===== config.mk =====
export PLATFORM = sky130hd
export DESIGN_NAME = utf8_check_and_quote_escape_unit_flat
export DESIGN_NICKNAME = d
export VERILOG_FILES = /design/src/rtl/u8q_pkg.sv /design/src/rtl/u8q_in_if.sv /design/src/rtl/u8q_out_if.sv /design/src/rtl/utf8_check_and_quote_escape_unit.sv /design/src/rtl/u8q_front.sv /design/src/rtl/u8q_queue.sv /design/src/rtl/u8q_back.sv /design/src/flat_wrapper.sv
export SDC_FILE = /design/constraint.sdc
export NUM_CORES = 1
export LEC_CHECK = 0
export ABC_AREA = 1
export BUFFER_PORTS_ARGS = -buffer_cell sky130_fd_sc_hd__buf_2
export CAP_MARGIN = 30
export CORE_MARGIN = 1.5
export CORE_UTILIZATION = 55
export CTS_BUF_LIST = sky130_fd_sc_hd__clkbuf_8
export CTS_CLUSTER_DIAMETER = 200
export DETAILED_ROUTE_END_ITERATION = 8
export MAX_ROUTING_LAYER = met4
export PLACE_DENSITY = 0.84
export SKIP_CTS_REPAIR_TIMING = 1
export SLEW_MARGIN = 20
export SYNTH_ARGS = -nofsm -noshare
export SYNTH_HDL_FRONTEND = slang
export SYNTH_HIERARCHICAL = 1
export SYNTH_SLANG_ARGS = --single-unit

===== constraint.sdc =====
create_clock -name i_clk -period 2.8 [get_ports i_clk]
set_input_delay 0.14 -clock i_clk [delete_from_list [all_inputs] [get_ports i_clk]]
set_output_delay 0.14 -clock i_clk [all_outputs]
set_load 0.01 [all_outputs]

===== src/rtl/u8q_pkg.sv =====
`timescale 1ns / 1ps
`default_nettype none
// ----------------------------------------------------------------------------
// u8q_pkg
// shared types and constants of the utf-8 check and quote escape unit
// ----------------------------------------------------------------------------
package u8q_pkg;

    localparam int unsigned QUEUE_DEPTH = 4;

    localparam logic [7:0] CHAR_BACKSLASH = 8'h5C;
    localparam logic [7:0] CHAR_DQUOTE    = 8'h22;
    localparam logic [7:0] CHAR_DEL       = 8'h7F;
    localparam logic [7:0] CHAR_SPACE     = 8'h20;

    // end of string status codes
    localparam logic [1:0] ST_OK       = 2'd0;
    localparam logic [1:0] ST_BAD_UTF8 = 2'd1;
    localparam logic [1:0] ST_CTRL     = 2'd2;

    // one classified byte between the front and the back
    typedef struct packed {
        logic [7:0] data;
        logic       fin;
        logic [1:0] status;
        logic       esc;
    } t_entry;

    typedef struct packed {
        logic   valid;
        t_entry entry;
    } t_push;

    typedef struct packed {
        logic   valid;
        t_entry entry;
    } t_head;

endpackage
`default_nettype wire


===== src/rtl/u8q_in_if.sv =====
`timescale 1ns / 1ps
`default_nettype none
// ----------------------------------------------------------------------------
// u8q_in_if
// input byte channel: valid/ready with raw byte and end of string mark
// ----------------------------------------------------------------------------
interface u8q_in_if;
    logic       valid;
    logic       ready;
    logic [7:0] in_byte;
    logic       is_final;

    modport source (output valid, output in_byte, output is_final, input ready);
    modport sink (input valid, input in_byte, input is_final, output ready);
endinterface
`default_nettype wire


===== src/rtl/u8q_out_if.sv =====
`timescale 1ns / 1ps
`default_nettype none
// ----------------------------------------------------------------------------
// u8q_out_if
// output byte channel: valid/ready with escaped byte and framing/status
// ----------------------------------------------------------------------------
interface u8q_out_if;
    logic       valid;
    logic       ready;
    logic [7:0] out_byte;
    logic       run_last;
    logic       string_end;
    logic [1:0] status;

    modport source (
        output valid, output out_byte, output run_last, output string_end,
        output status, input ready
    );
    modport sink (
        input valid, input out_byte, input run_last, input string_end,
        input status, output ready
    );
endinterface
`default_nettype wire


===== src/rtl/utf8_check_and_quote_escape_unit.sv =====
`timescale 1ns / 1ps
`default_nettype none
// ----------------------------------------------------------------------------
// utf8_check_and_quote_escape_unit
// streaming strict utf-8 checker with quote and backslash escaping
// ----------------------------------------------------------------------------
// Bytes of a string enter on i_in_chan, one transaction per byte, with
// is_final set on the last byte. Each byte leaves on o_out_chan as soon as it
// can; a double quote or a backslash is preceded by one extra backslash
// transaction (run_last low on it). Output goes out before validity is known:
// the transaction with string_end high carries the status (0 ok, 1 invalid
// utf-8, 2 control byte, invalid utf-8 taking precedence) and the consumer
// drops the whole string's output when it is not 0. The input takes one byte
// per cycle while the queue has room; the output port moves one byte per
// cycle while ready is high, so each escaped byte costs an extra output
// transaction, and a queue of QUEUE_DEPTH entries between the classifier and
// the output register absorbs that and any output stall. An accepted byte
// passes through the queue and then the output register before it is presented.
// After the final byte all checker state is back to its reset value.
// ----------------------------------------------------------------------------
module utf8_check_and_quote_escape_unit #(
    parameter int unsigned QUEUE_DEPTH = u8q_pkg::QUEUE_DEPTH
) (
    input  wire          i_clk,
    input  wire          i_rst_n,
    u8q_in_if.sink       i_in_chan,
    u8q_out_if.source    o_out_chan
);

    // front to queue
    u8q_pkg::t_push w_push;
    logic           w_push_ready;
    // queue to back
    u8q_pkg::t_head w_head;
    logic           w_pop;

    // utf-8 sequence tracking and per-byte classification
    u8q_front u_front (
        .i_clk        (i_clk),
        .i_rst_n      (i_rst_n),
        .i_in         (i_in_chan),
        .i_push_ready (w_push_ready),
        .o_push       (w_push)
    );

    // decouples input acceptance from escape expansion and output stalls
    u8q_queue #(
        .DEPTH (QUEUE_DEPTH)
    ) u_queue (
        .i_clk        (i_clk),
        .i_rst_n      (i_rst_n),
        .i_push       (w_push),
        .o_push_ready (w_push_ready),
        .o_head       (w_head),
        .i_pop        (w_pop)
    );

    // registered output, inserts the escape backslash
    u8q_back u_back (
        .i_clk   (i_clk),
        .i_rst_n (i_rst_n),
        .i_head  (w_head),
        .o_pop   (w_pop),
        .o_out   (o_out_chan)
    );

endmodule
`default_nettype wire


===== src/rtl/u8q_front.sv =====
`timescale 1ns / 1ps
`default_nettype none
// ----------------------------------------------------------------------------
// u8q_front
// accepts bytes, tracks utf-8 sequence state and classifies each byte
// ----------------------------------------------------------------------------
module u8q_front (
    input  wire               i_clk,
    input  wire               i_rst_n,
    u8q_in_if.sink            i_in,
    input  wire               i_push_ready,
    output u8q_pkg::t_push    o_push
);

    logic [1:0]  r_pend, n_pend;
    logic [1:0]  r_len, n_len;
    logic [20:0] r_acc, n_acc;
    logic        r_err, n_err;
    logic        r_ctrl, n_ctrl;
    logic [1:0]  w_status;
    logic [7:0]  w_b;
    logic        w_accept;

    function automatic logic cp_bad(input logic [20:0] cp, input logic [1:0] len);
        logic bad;
        bad = 1'b0;
        if (len == 2'd1 && cp < 21'h80) bad = 1'b1;
        if (len == 2'd2 && cp < 21'h800) bad = 1'b1;
        if (len == 2'd3 && cp < 21'h10000) bad = 1'b1;
        if (cp >= 21'hD800 && cp <= 21'hDFFF) bad = 1'b1;
        if (cp > 21'h10FFFF) bad = 1'b1;
        return bad;
    endfunction

    assign w_b      = i_in.in_byte;
    assign i_in.ready = i_push_ready;
    assign w_accept = i_in.valid && i_push_ready;

    always_comb begin
        n_pend   = r_pend;
        n_len    = r_len;
        n_acc    = r_acc;
        n_err    = r_err;
        n_ctrl   = r_ctrl;
        w_status = u8q_pkg::ST_OK;

        if (w_b < u8q_pkg::CHAR_SPACE || w_b == u8q_pkg::CHAR_DEL) begin
            n_ctrl = 1'b1;
        end

        if (r_pend != 2'd0) begin
            if (w_b[7:6] != 2'b10) begin
                // bad continuation, sequence dropped
                n_err  = 1'b1;
                n_pend = 2'd0;
                n_len  = 2'd0;
                n_acc  = '0;
            end else begin
                n_acc  = {r_acc[14:0], w_b[5:0]};
                n_pend = r_pend - 2'd1;
                if (n_pend == 2'd0) begin
                    if (cp_bad(n_acc, r_len)) begin
                        n_err = 1'b1;
                    end
                    n_len = 2'd0;
                    n_acc = '0;
                end
            end
        end else if (w_b[7] == 1'b0) begin
            n_pend = 2'd0;
        end else if (w_b[7:5] == 3'b110) begin
            n_len  = 2'd1;
            n_pend = 2'd1;
            n_acc  = {16'd0, w_b[4:0]};
        end else if (w_b[7:4] == 4'b1110) begin
            n_len  = 2'd2;
            n_pend = 2'd2;
            n_acc  = {17'd0, w_b[3:0]};
        end else if (w_b[7:3] == 5'b11110) begin
            n_len  = 2'd3;
            n_pend = 2'd3;
            n_acc  = {18'd0, w_b[2:0]};
        end else begin
            n_err = 1'b1;
        end

        if (i_in.is_final) begin
            // truncated sequence counts as bad utf-8
            if (n_pend != 2'd0) begin
                n_err = 1'b1;
            end
            if (n_err) begin
                w_status = u8q_pkg::ST_BAD_UTF8;
            end else if (n_ctrl) begin
                w_status = u8q_pkg::ST_CTRL;
            end
            n_pend = 2'd0;
            n_len  = 2'd0;
            n_acc  = '0;
            n_err  = 1'b0;
            n_ctrl = 1'b0;
        end
    end

    always_ff @(posedge i_clk) begin
        if (!i_rst_n) begin
            r_pend <= 2'd0;
            r_len  <= 2'd0;
            r_acc  <= '0;
            r_err  <= 1'b0;
            r_ctrl <= 1'b0;
        end else if (w_accept) begin
            r_pend <= n_pend;
            r_len  <= n_len;
            r_acc  <= n_acc;
            r_err  <= n_err;
            r_ctrl <= n_ctrl;
        end
    end

    always_comb begin
        o_push.valid        = i_in.valid;
        o_push.entry.data   = w_b;
        o_push.entry.fin    = i_in.is_final;
        o_push.entry.status = w_status;
        o_push.entry.esc    = (w_b == u8q_pkg::CHAR_DQUOTE) ||
                              (w_b == u8q_pkg::CHAR_BACKSLASH);
    end

endmodule
`default_nettype wire


===== src/rtl/u8q_queue.sv =====
`timescale 1ns / 1ps
`default_nettype none
// ----------------------------------------------------------------------------
// u8q_queue
// short first-in first-out queue of classified bytes
// ----------------------------------------------------------------------------
module u8q_queue #(
    parameter int unsigned DEPTH = u8q_pkg::QUEUE_DEPTH
) (
    input  wire               i_clk,
    input  wire               i_rst_n,
    input  u8q_pkg::t_push    i_push,
    output logic              o_push_ready,
    output u8q_pkg::t_head    o_head,
    input  wire               i_pop
);

    localparam int unsigned PW = (DEPTH > 1) ? $clog2(DEPTH) : 1;
    localparam int unsigned CW = $clog2(DEPTH + 1);
    localparam logic [PW-1:0] LAST_PTR = PW'(DEPTH - 1);
    localparam logic [CW-1:0] FULL_CNT = CW'(DEPTH);

    u8q_pkg::t_entry r_mem [DEPTH];
    logic [PW-1:0]   r_wr_ptr;
    logic [PW-1:0]   r_rd_ptr;
    logic [CW-1:0]   r_count;
    logic            w_push;
    logic            w_pop;

    assign o_push_ready = (r_count != FULL_CNT);
    assign w_push       = i_push.valid && o_push_ready;
    assign w_pop        = i_pop && (r_count != '0);

    always_comb begin
        o_head.valid = (r_count != '0);
        o_head.entry = r_mem[r_rd_ptr];
    end

    always_ff @(posedge i_clk) begin
        if (w_push) begin
            r_mem[r_wr_ptr] <= i_push.entry;
        end
    end

    always_ff @(posedge i_clk) begin
        if (!i_rst_n) begin
            r_wr_ptr <= '0;
            r_rd_ptr <= '0;
            r_count  <= '0;
        end else begin
            if (w_push) begin
                r_wr_ptr <= (r_wr_ptr == LAST_PTR) ? '0 : r_wr_ptr + PW'(1);
            end
            if (w_pop) begin
                r_rd_ptr <= (r_rd_ptr == LAST_PTR) ? '0 : r_rd_ptr + PW'(1);
            end
            if (w_push && !w_pop) begin
                r_count <= r_count + CW'(1);
            end else if (w_pop && !w_push) begin
                r_count <= r_count - CW'(1);
            end
        end
    end

endmodule
`default_nettype wire


===== src/rtl/u8q_back.sv =====
`timescale 1ns / 1ps
`default_nettype none
// ----------------------------------------------------------------------------
// u8q_back
// output register: emits an escape backslash when needed, then the byte
// ----------------------------------------------------------------------------
module u8q_back (
    input  wire               i_clk,
    input  wire               i_rst_n,
    input  u8q_pkg::t_head    i_head,
    output logic              o_pop,
    u8q_out_if.source         o_out
);

    u8q_pkg::t_entry r_cur;
    logic            r_valid;
    logic            r_esc_pend;
    logic            w_fire;
    logic            w_free;

    assign w_fire = r_valid && o_out.ready;
    // nothing is held, or the held byte leaves and no escape is outstanding
    assign w_free = !r_valid || (w_fire && !r_esc_pend);
    assign o_pop  = w_free && i_head.valid;

    always_ff @(posedge i_clk) begin
        if (!i_rst_n) begin
            r_valid    <= 1'b0;
            r_esc_pend <= 1'b0;
        end else if (w_free) begin
            r_valid    <= i_head.valid;
            r_esc_pend <= i_head.valid && i_head.entry.esc;
        end else if (w_fire) begin
            r_esc_pend <= 1'b0;
        end
    end

    always_ff @(posedge i_clk) begin
        if (o_pop) begin
            r_cur <= i_head.entry;
        end
    end

    always_comb begin
        o_out.valid      = r_valid;
        o_out.out_byte   = r_esc_pend ? u8q_pkg::CHAR_BACKSLASH : r_cur.data;
        o_out.run_last   = !r_esc_pend;
        o_out.string_end = !r_esc_pend && r_cur.fin;
        o_out.status     = r_esc_pend ? u8q_pkg::ST_OK : r_cur.status;
    end

endmodule
`default_nettype wire


===== src/flat_wrapper.sv =====
// flat-port wrapper written by rule: the top's interface ports become plain ports
module utf8_check_and_quote_escape_unit_flat 
#(
    parameter int unsigned QUEUE_DEPTH = u8q_pkg::QUEUE_DEPTH
)
  (i_clk, i_rst_n, i_in_chan_valid, i_in_chan_in_byte, i_in_chan_is_final, i_in_chan_ready, o_out_chan_valid, o_out_chan_out_byte, o_out_chan_run_last, o_out_chan_string_end, o_out_chan_status, o_out_chan_ready);
  u8q_in_if i_in_chan_i ();
  u8q_out_if o_out_chan_i ();
  input  wire i_clk;
  input  wire i_rst_n;
  input wire logic [$bits(i_in_chan_i.valid)-1:0] i_in_chan_valid;
  input wire logic [$bits(i_in_chan_i.in_byte)-1:0] i_in_chan_in_byte;
  input wire logic [$bits(i_in_chan_i.is_final)-1:0] i_in_chan_is_final;
  output wire logic [$bits(i_in_chan_i.ready)-1:0] i_in_chan_ready;
  output wire logic [$bits(o_out_chan_i.valid)-1:0] o_out_chan_valid;
  output wire logic [$bits(o_out_chan_i.out_byte)-1:0] o_out_chan_out_byte;
  output wire logic [$bits(o_out_chan_i.run_last)-1:0] o_out_chan_run_last;
  output wire logic [$bits(o_out_chan_i.string_end)-1:0] o_out_chan_string_end;
  output wire logic [$bits(o_out_chan_i.status)-1:0] o_out_chan_status;
  input wire logic [$bits(o_out_chan_i.ready)-1:0] o_out_chan_ready;
  assign i_in_chan_i.valid = i_in_chan_valid;
  assign i_in_chan_i.in_byte = i_in_chan_in_byte;
  assign i_in_chan_i.is_final = i_in_chan_is_final;
  assign i_in_chan_ready = i_in_chan_i.ready;
  assign o_out_chan_valid = o_out_chan_i.valid;
  assign o_out_chan_out_byte = o_out_chan_i.out_byte;
  assign o_out_chan_run_last = o_out_chan_i.run_last;
  assign o_out_chan_string_end = o_out_chan_i.string_end;
  assign o_out_chan_status = o_out_chan_i.status;
  assign o_out_chan_i.ready = o_out_chan_ready;
  utf8_check_and_quote_escape_unit #(.QUEUE_DEPTH(QUEUE_DEPTH)) u_core (.i_clk(i_clk), .i_rst_n(i_rst_n), .i_in_chan(i_in_chan_i), .o_out_chan(o_out_chan_i));
endmodule

* Word-level counts from Yosys, hierarchy flattened
Memories as Yosys holds them, arrays and structs flattened. A register that Yosys moved wholly into a read port is not among the register bits.
Cells that the tools add are included.
** Operators by class
- Add/subtract/negate cells :: 5
- Order comparisons :: 7
- Equal/unequal tests :: 14
- Mux-type cells :: 59
- Reduce and logical (&&, ||, !) cells :: 30
** Operator list (count)
- $mux W15 :: 8
- $mux W2 :: 23
- $mux W1 :: 25
- $ge A21 B16 Y1 const B :: 1
- $gt A21 B21 Y1 const B :: 1
- $le A21 B16 Y1 const B :: 1
- $lt A21 B12 Y1 const B :: 1
- $lt A21 B17 Y1 const B :: 1
- $lt A21 B8 Y1 const B :: 1
- $eq A8 B7 Y1 const B :: 2
- $logic_and A1 B1 Y1 :: 13
- $eq A2 B2 Y1 const B :: 4
- $eq A8 B6 Y1 const B :: 1
- $lt A8 B6 Y1 const B :: 1
- $mux W8 :: 1
- $reduce_bool A2 Y1 :: 4
- $mux W3 :: 2
- $reduce_bool A3 Y1 :: 2
- $eq A5 B5 Y1 const B :: 1
- $reduce_bool A5 Y1 :: 1
- $add A2 B1 Y2 const B :: 2
- $eq A4 B4 Y1 const B :: 1
- $logic_not A1 Y1 :: 4
- $ne A4 B2 Y1 const B :: 1
- 11 further kinds :: 13
** Storage, ports and cells
- Bits in registers :: 41
- Memory bits (writable) :: 48
- Input port bits :: 13
- Output and inout bits :: 14
- Word-level logic and storage cells :: 129
- Memories :: 1
** Memories
- u_core.u_queue.r_mem :: words 4, width 12, rd ports 1, clocked after memory_dff 1, write ports 1, line u8q_queue.sv:23 : u8q_pkg::t_entry r_mem [DEPTH];

* Longest topological paths before layout
- Depth in word-level cells :: 18
- Mapped depth :: 14
- Mapped depth without buffers :: 14

* By module
Netlist, hierarchy kept.
** Modules (own cells, without submodules)
- u8q_queue :: times used 1, cells each 186, area each 2279.7 um^2, seq. area each 1621.6 um^2
- u8q_front :: times used 1, cells each 188, area each 1297.5 um^2, seq. area each 420.4 um^2
- u8q_back :: times used 1, cells each 44, area each 519.2 um^2, seq. area each 370.4 um^2

* Worst setup path after synthesis
OpenSTA, ideal clock, no wires.
- Path type :: register -> register
- Start :: reg u_core.u_queue.r_count[0]
- End :: reg u_core.u_queue.r_count[1]
- Library setup time :: 0.116 ns
- Arrival time :: 2.301 ns
- Required time :: 2.684 ns
- Slack :: 0.383 ns
- Cell stages (with the launch flop) :: 11
- Path buffers :: 0
- Period minus slack after synthesis :: 2.417 ns
- Cell sequence :: dfxtp_1 nor2_1 nand2_1 inv_1 a21oi_1 nand2_2 ha_1 inv_1 fa_1 o21ai_0 nor2_1
** RTL lines
- start: declaration :: line u8q_queue.sv:26 : logic [CW-1:0] r_count;
- start signal: assignment :: line u8q_queue.sv:58 : r_count <= r_count + CW'(1);
- start signal: assignment :: line u8q_queue.sv:60 : r_count <= r_count - CW'(1);

* Final worst setup path
- Start :: reg u_core.u_back.r_esc_pend
- End :: reg u_core.u_queue.r_count[2]
** Between the ends
- Word-level cells in the longest chain between the ends :: 8
- Elaborated cells on any way between the ends :: 10
- Classes of those cells :: 1 x mux; 9 x reduce/logical
** RTL lines
- start: declaration :: line u8q_back.sv:17 : logic r_esc_pend;
- start signal: assignment :: line u8q_back.sv:32 : r_esc_pend <= i_head.valid && i_head.entry.esc;
- $logic_not A1 Y1 * :: line u8q_back.sv:23 : assign w_free = !r_valid || (w_fire && !r_esc_pend);
- $logic_and A1 B1 Y1 * :: line u8q_back.sv:23
- $logic_or A1 B1 Y1 * :: line u8q_back.sv:23
- $logic_and A1 B1 Y1 * :: line u8q_back.sv:24 : assign o_pop = w_free && i_head.valid;
- net u_core.w_pop :: line utf8_check_and_quote_escape_unit.sv:35 : logic w_pop;
- $logic_and A1 B1 Y1 * :: line u8q_queue.sv:32 : assign w_pop = i_pop && (r_count != '0);
- $logic_not A1 Y1 :: line u8q_queue.sv:57 : if (w_push && !w_pop) begin
- $logic_and A1 B1 Y1 :: line u8q_queue.sv:57
- $mux W3 / $reduce_bool A2 Y1 (equally long branches)
The timed path passes the listed nets; every way through them passes the cells marked *.
A chain may end at the register's enable or synchronous reset.

==> results.py <==
metrics = {
    "status": {
        "status": "completed",
    },
    "logic_synthesis": {
        "syn_nets": 440,
        "synthesis.area_um2": 4096,
        "yosysWarnings": 6,
        "synth_cells": 418,
        "synth_seq_area_share": 0.5889,
        "ys_types": 35,
        "syn_area_per_cell_um2": 9.800,
        "synth_seq_cells": 91,
    },
    "finish": {
        "fill_cells": 592,
        "diodes": 0,
        "final_cell_area_um2": 4384,
        "drive_gt1_frac": 0.1509,
        "finalNetCount": 461,
        "area_growth_pct": 7.025,
    },
    "floorplanning": {
        "start_util": 0.5678,
        "die_h_um": 89.30,
        "row_count": 31,
        "die_w_um": 89.30,
        "dieArea_um2": 7974,
        "io_pins": 27,
        "core-area_um2": 7214,
    },
    "place": {
        "place_area_um2": 4217,
        "hpwl_um": 4994,
        "port_buffers": 26,
        "gp_congestion": 0.9531,
    },
    "drt": {
        "via_per_inst": 5.346,
        "wl_per_cell_um": 13.54,
        "wirelength_um": 7351,
        "ant_nets": 0,
        "remaining_drc_errors": 0,
        "drtIter0Drc": 163,
        "routed-via-count": 2903,
        "first_pass_iters": 5,
    },
    "worst_setup_path": {
        "critPathKind": "reg2reg",
        "cp-end-kind": "flip-flop",
        "crit_slowest_cell": "dfxtp_1",
        "critPathLaunchType": "flip-flop",
        "required_ns": 3.06,
        "arrival_ns": 2.42,
        "crit_fanout": 13,
        "cpLargestDelayFamily": "adder cells",
        "crit_chain": "inv_1 -> nand2_1 -> a21oi_1 -> buf_4 -> nand2_2 -> ha_1 -> inv_1 -> fa_1 -> inv_1 -> nand2_1 -> nand3_1 -> nand2_1 -> inv_1 -> nor2_1",
        "cp_num_buf_inv": 5,
        "rr_worst_depth": 14,
        "startpoint": "u_core/u_back/r_esc_pend",
        "crit_top_cell": "inv_1",
        "rr_endpoint": "u_core/u_queue/r_count[2]",
        "crit-reg2reg-launch": "u_core/u_back/r_esc_pend",
        "critPathMaxStageDelay_ns": 0.54,
        "r2r_slack_ns": 0.64,
    },
    "timing": {
        "fin_skew_ns": 0.01053,
        "hold_ws_ns": 0.07607,
        "timing.fmax_mhz": 463.0,
        "finalSetupViolCount": 0,
        "tns_ns": 0,
        "worst_slew_pin_slew_ns": 0.5570,
        "period_minus_slack_ns": 2.160,
        "layout_worst_path_cycle_share": 0.7713,
        "rsz0062_at_grt": "false",
        "hold_violations": 0,
        "slew_headroom": 0.6274,
        "slew_viol_final": 0,
    },
    "power": {
        "p_per_area_nw_per_um2": 866.4,
        "peakVddDrop_mv": 0.4431,
        "cellLeakagePower_nw": 1.722,
    },
    "global_routing": {
        "grt_pass1_vias": 2621,
        "busiest_layer": "met2",
        "grtUsageMet2": 0.3281,
        "grt_max_degree": 26,
        "overflow": 0,
        "grtUsageMet1": 0.2625,
        "grt_pass1_wl_um": 11990,
        "grtUsageMet3": 0.04801,
        "grt_usage": 0.2084,
        "antenna_found_initial": 0,
    },
    "clock_network": {
        "path_clk_slew_ns": 0.09,
        "insertion_delay_ns": 0.36,
        "cts_buffers": 9,
        "htree_levels": 3,
        "root_buffer": "clkbuf_8",
        "cts_tree": "done",
        "cts_num_sinks": 91,
        "clock_path_buffers": 2,
    },
    "hold_path": {
        "min_path_type": "in2reg",
        "min_to": "u_core/u_queue/r_mem[1][4]",
        "hold_start": "i_in_chan_in_byte[0]",
        "whs_path_depth": 1,
    },
    "run": {
        "drv_cap": 0,
    },
}
per-stage QoR:
| stage | cells | setup WS (ns) | total power, W | utilization |
|---|---|---|---|---|
| 2_1_floorplan | 418 | 0.3829 | 0.002758 | - |
| 3_3_place_gp | 527 | 0.7594 | 0.003000 | 0.5845 |
| 3_5_place_dp | 527 | 0.6288 | 0.003062 | 0.5845 |
| 4_1_cts | 543 | 0.6294 | 0.003820 | 0.6077 |
| 5_1_grt | 543 | 0.3997 | 0.004066 | 0.6077 |
| 6_report | 543 | 0.6403 | 0.003798 | 0.6077 |
worst reg2reg max path: stages (launching register included):
cell,delay [ns]
dfxtp_1,0.54
inv_1,0.10
nand2_1,0.09
a21oi_1,0.06
buf_4,0.18
nand2_2,0.12
ha_1,0.17
inv_1,0.07
fa_1,0.38
inv_1,0.07
nand2_1,0.07
nand3_1,0.08
nand2_1,0.06
inv_1,0.06
nor2_1,0.04
sequential cells by signal (all words and copies together) (netlist names), 2 cells and up, named ones only:
| register | flops |
|---|---|
| u_core/u_queue/r_mem | 48 |
| u_core/u_front/r_acc | 15 |
| u_core/u_back/r_cur | 11 |
| u_core/u_queue/r_count | 3 |
| u_core/u_front/r_len | 2 |
| u_core/u_front/r_pend | 2 |
| u_core/u_queue/r_rd_ptr | 2 |
| u_core/u_queue/r_wr_ptr | 2 |
Yosys cell counts, drive strengths merged:
library cell / count / area [µm²]
nor2: 68 / 277.8
nand2: 61 / 239.0
edfxtp: 59 / 1772
inv: 46 / 175.2
a21oi: 32 / 182.7
dfxtp: 32 / 640.6
o21ai: 32 / 163.9
nand3: 22 / 110.1
buf: 21 / 175.2
o22ai: 12 / 75.07
nand4: 9 / 56.30
ha: 8 / 100.1
or2: 4 / 25.02
a211oi: 2 / 15.01
clkinv: 2 / 8.750
nand3b: 2 / 18.77
nor3: 2 / 21.27
a21boi: 1 / 7.510
clkbuf: 1 / 3.750
fa: 1 / 20.02
o41ai: 1 / 8.760
cell families after synthesis:
logic type | after synthesis | synth area share
AND/OR/NAND/NOR | 168 | 0.1826
buffers and inverters | 70 | 0.08857
AO/OA/AOI/OAI | 80 | 0.1106
flip-flops | 91 | 0.5889
adder cells (fa/ha/maj) | 9 | 0.02932
worst max path at each step:
stage                           endpoint  slack, ns  depth (start not counted)
6_report       u_core/u_queue/r_count[2]       0.64                         14
5_1_grt        u_core/u_queue/r_count[2]       0.40                         13
4_1_cts        u_core/u_queue/r_count[2]       0.63                         14
3_5_place_dp   u_core/u_queue/r_count[2]       0.63                         14
3_3_place_gp   u_core/u_queue/r_count[2]       0.76                         14
2_1_floorplan  u_core/u_queue/r_count[1]       0.38                         10
where the power goes:
part	total [W]	switching [W]	internal (W)
Sequential	0.00185	0.000121	0.00173
Combinational	0.00118	0.000765	0.000416
Clock	0.000768	0.000446	0.000322
Total	0.00380	0.00133	0.00247
area by class of cell:
| class | instances | area [µm²] | share of cell area |
|---|---|---|---|
| sequential | 91 | 2412 | 0.5502 |
| timing repair buffer | 32 | 175.2 | 0.03995 |
| clock inverter | 7 | 43.79 | 0.009989 |
| clock buffer | 9 | 123.9 | 0.02825 |
| multi-input combinational | 257 | 1321 | 0.3014 |
| inverter | 48 | 183.9 | 0.04195 |
| tap | 99 | 123.9 | 0.02825 |
layer usage:
layer / up-vias / share of wire
li1: 1451 / -
met1: 1322 / 0.43
met2: 117 / 0.49
met3: 13 / 0.064
met4: 0 / 0.015
met5: - / 0
cell usage in the layout, fill, tap and decap left out, types with 2 or more instances in the layout:
master    synthesis  routed
a21oi_2           3       3
ha_1              8       8
nand3_1          22      22
o21ai_1          16      16
nor2_4            3       3
o22ai_1          12      12
inv_1            43      44
nand2_2           4       4
edfxtp_1         59      59
inv_2             2       2
a211oi_1          2       2
nand2_1          57      57
clkinv_2          1       3
o21ai_0          15      15
nor2_1           65      65
a21oi_1          28      28
buf_4            13       6
or2_1             2       2
nand4_1           9       9
buf_2             2      26
or2_2             2       2
dfxtp_1          32      32
inv_4             1       3
clkbuf_8          0       9
Note: power is estimated with default switching activity, not from simulation.
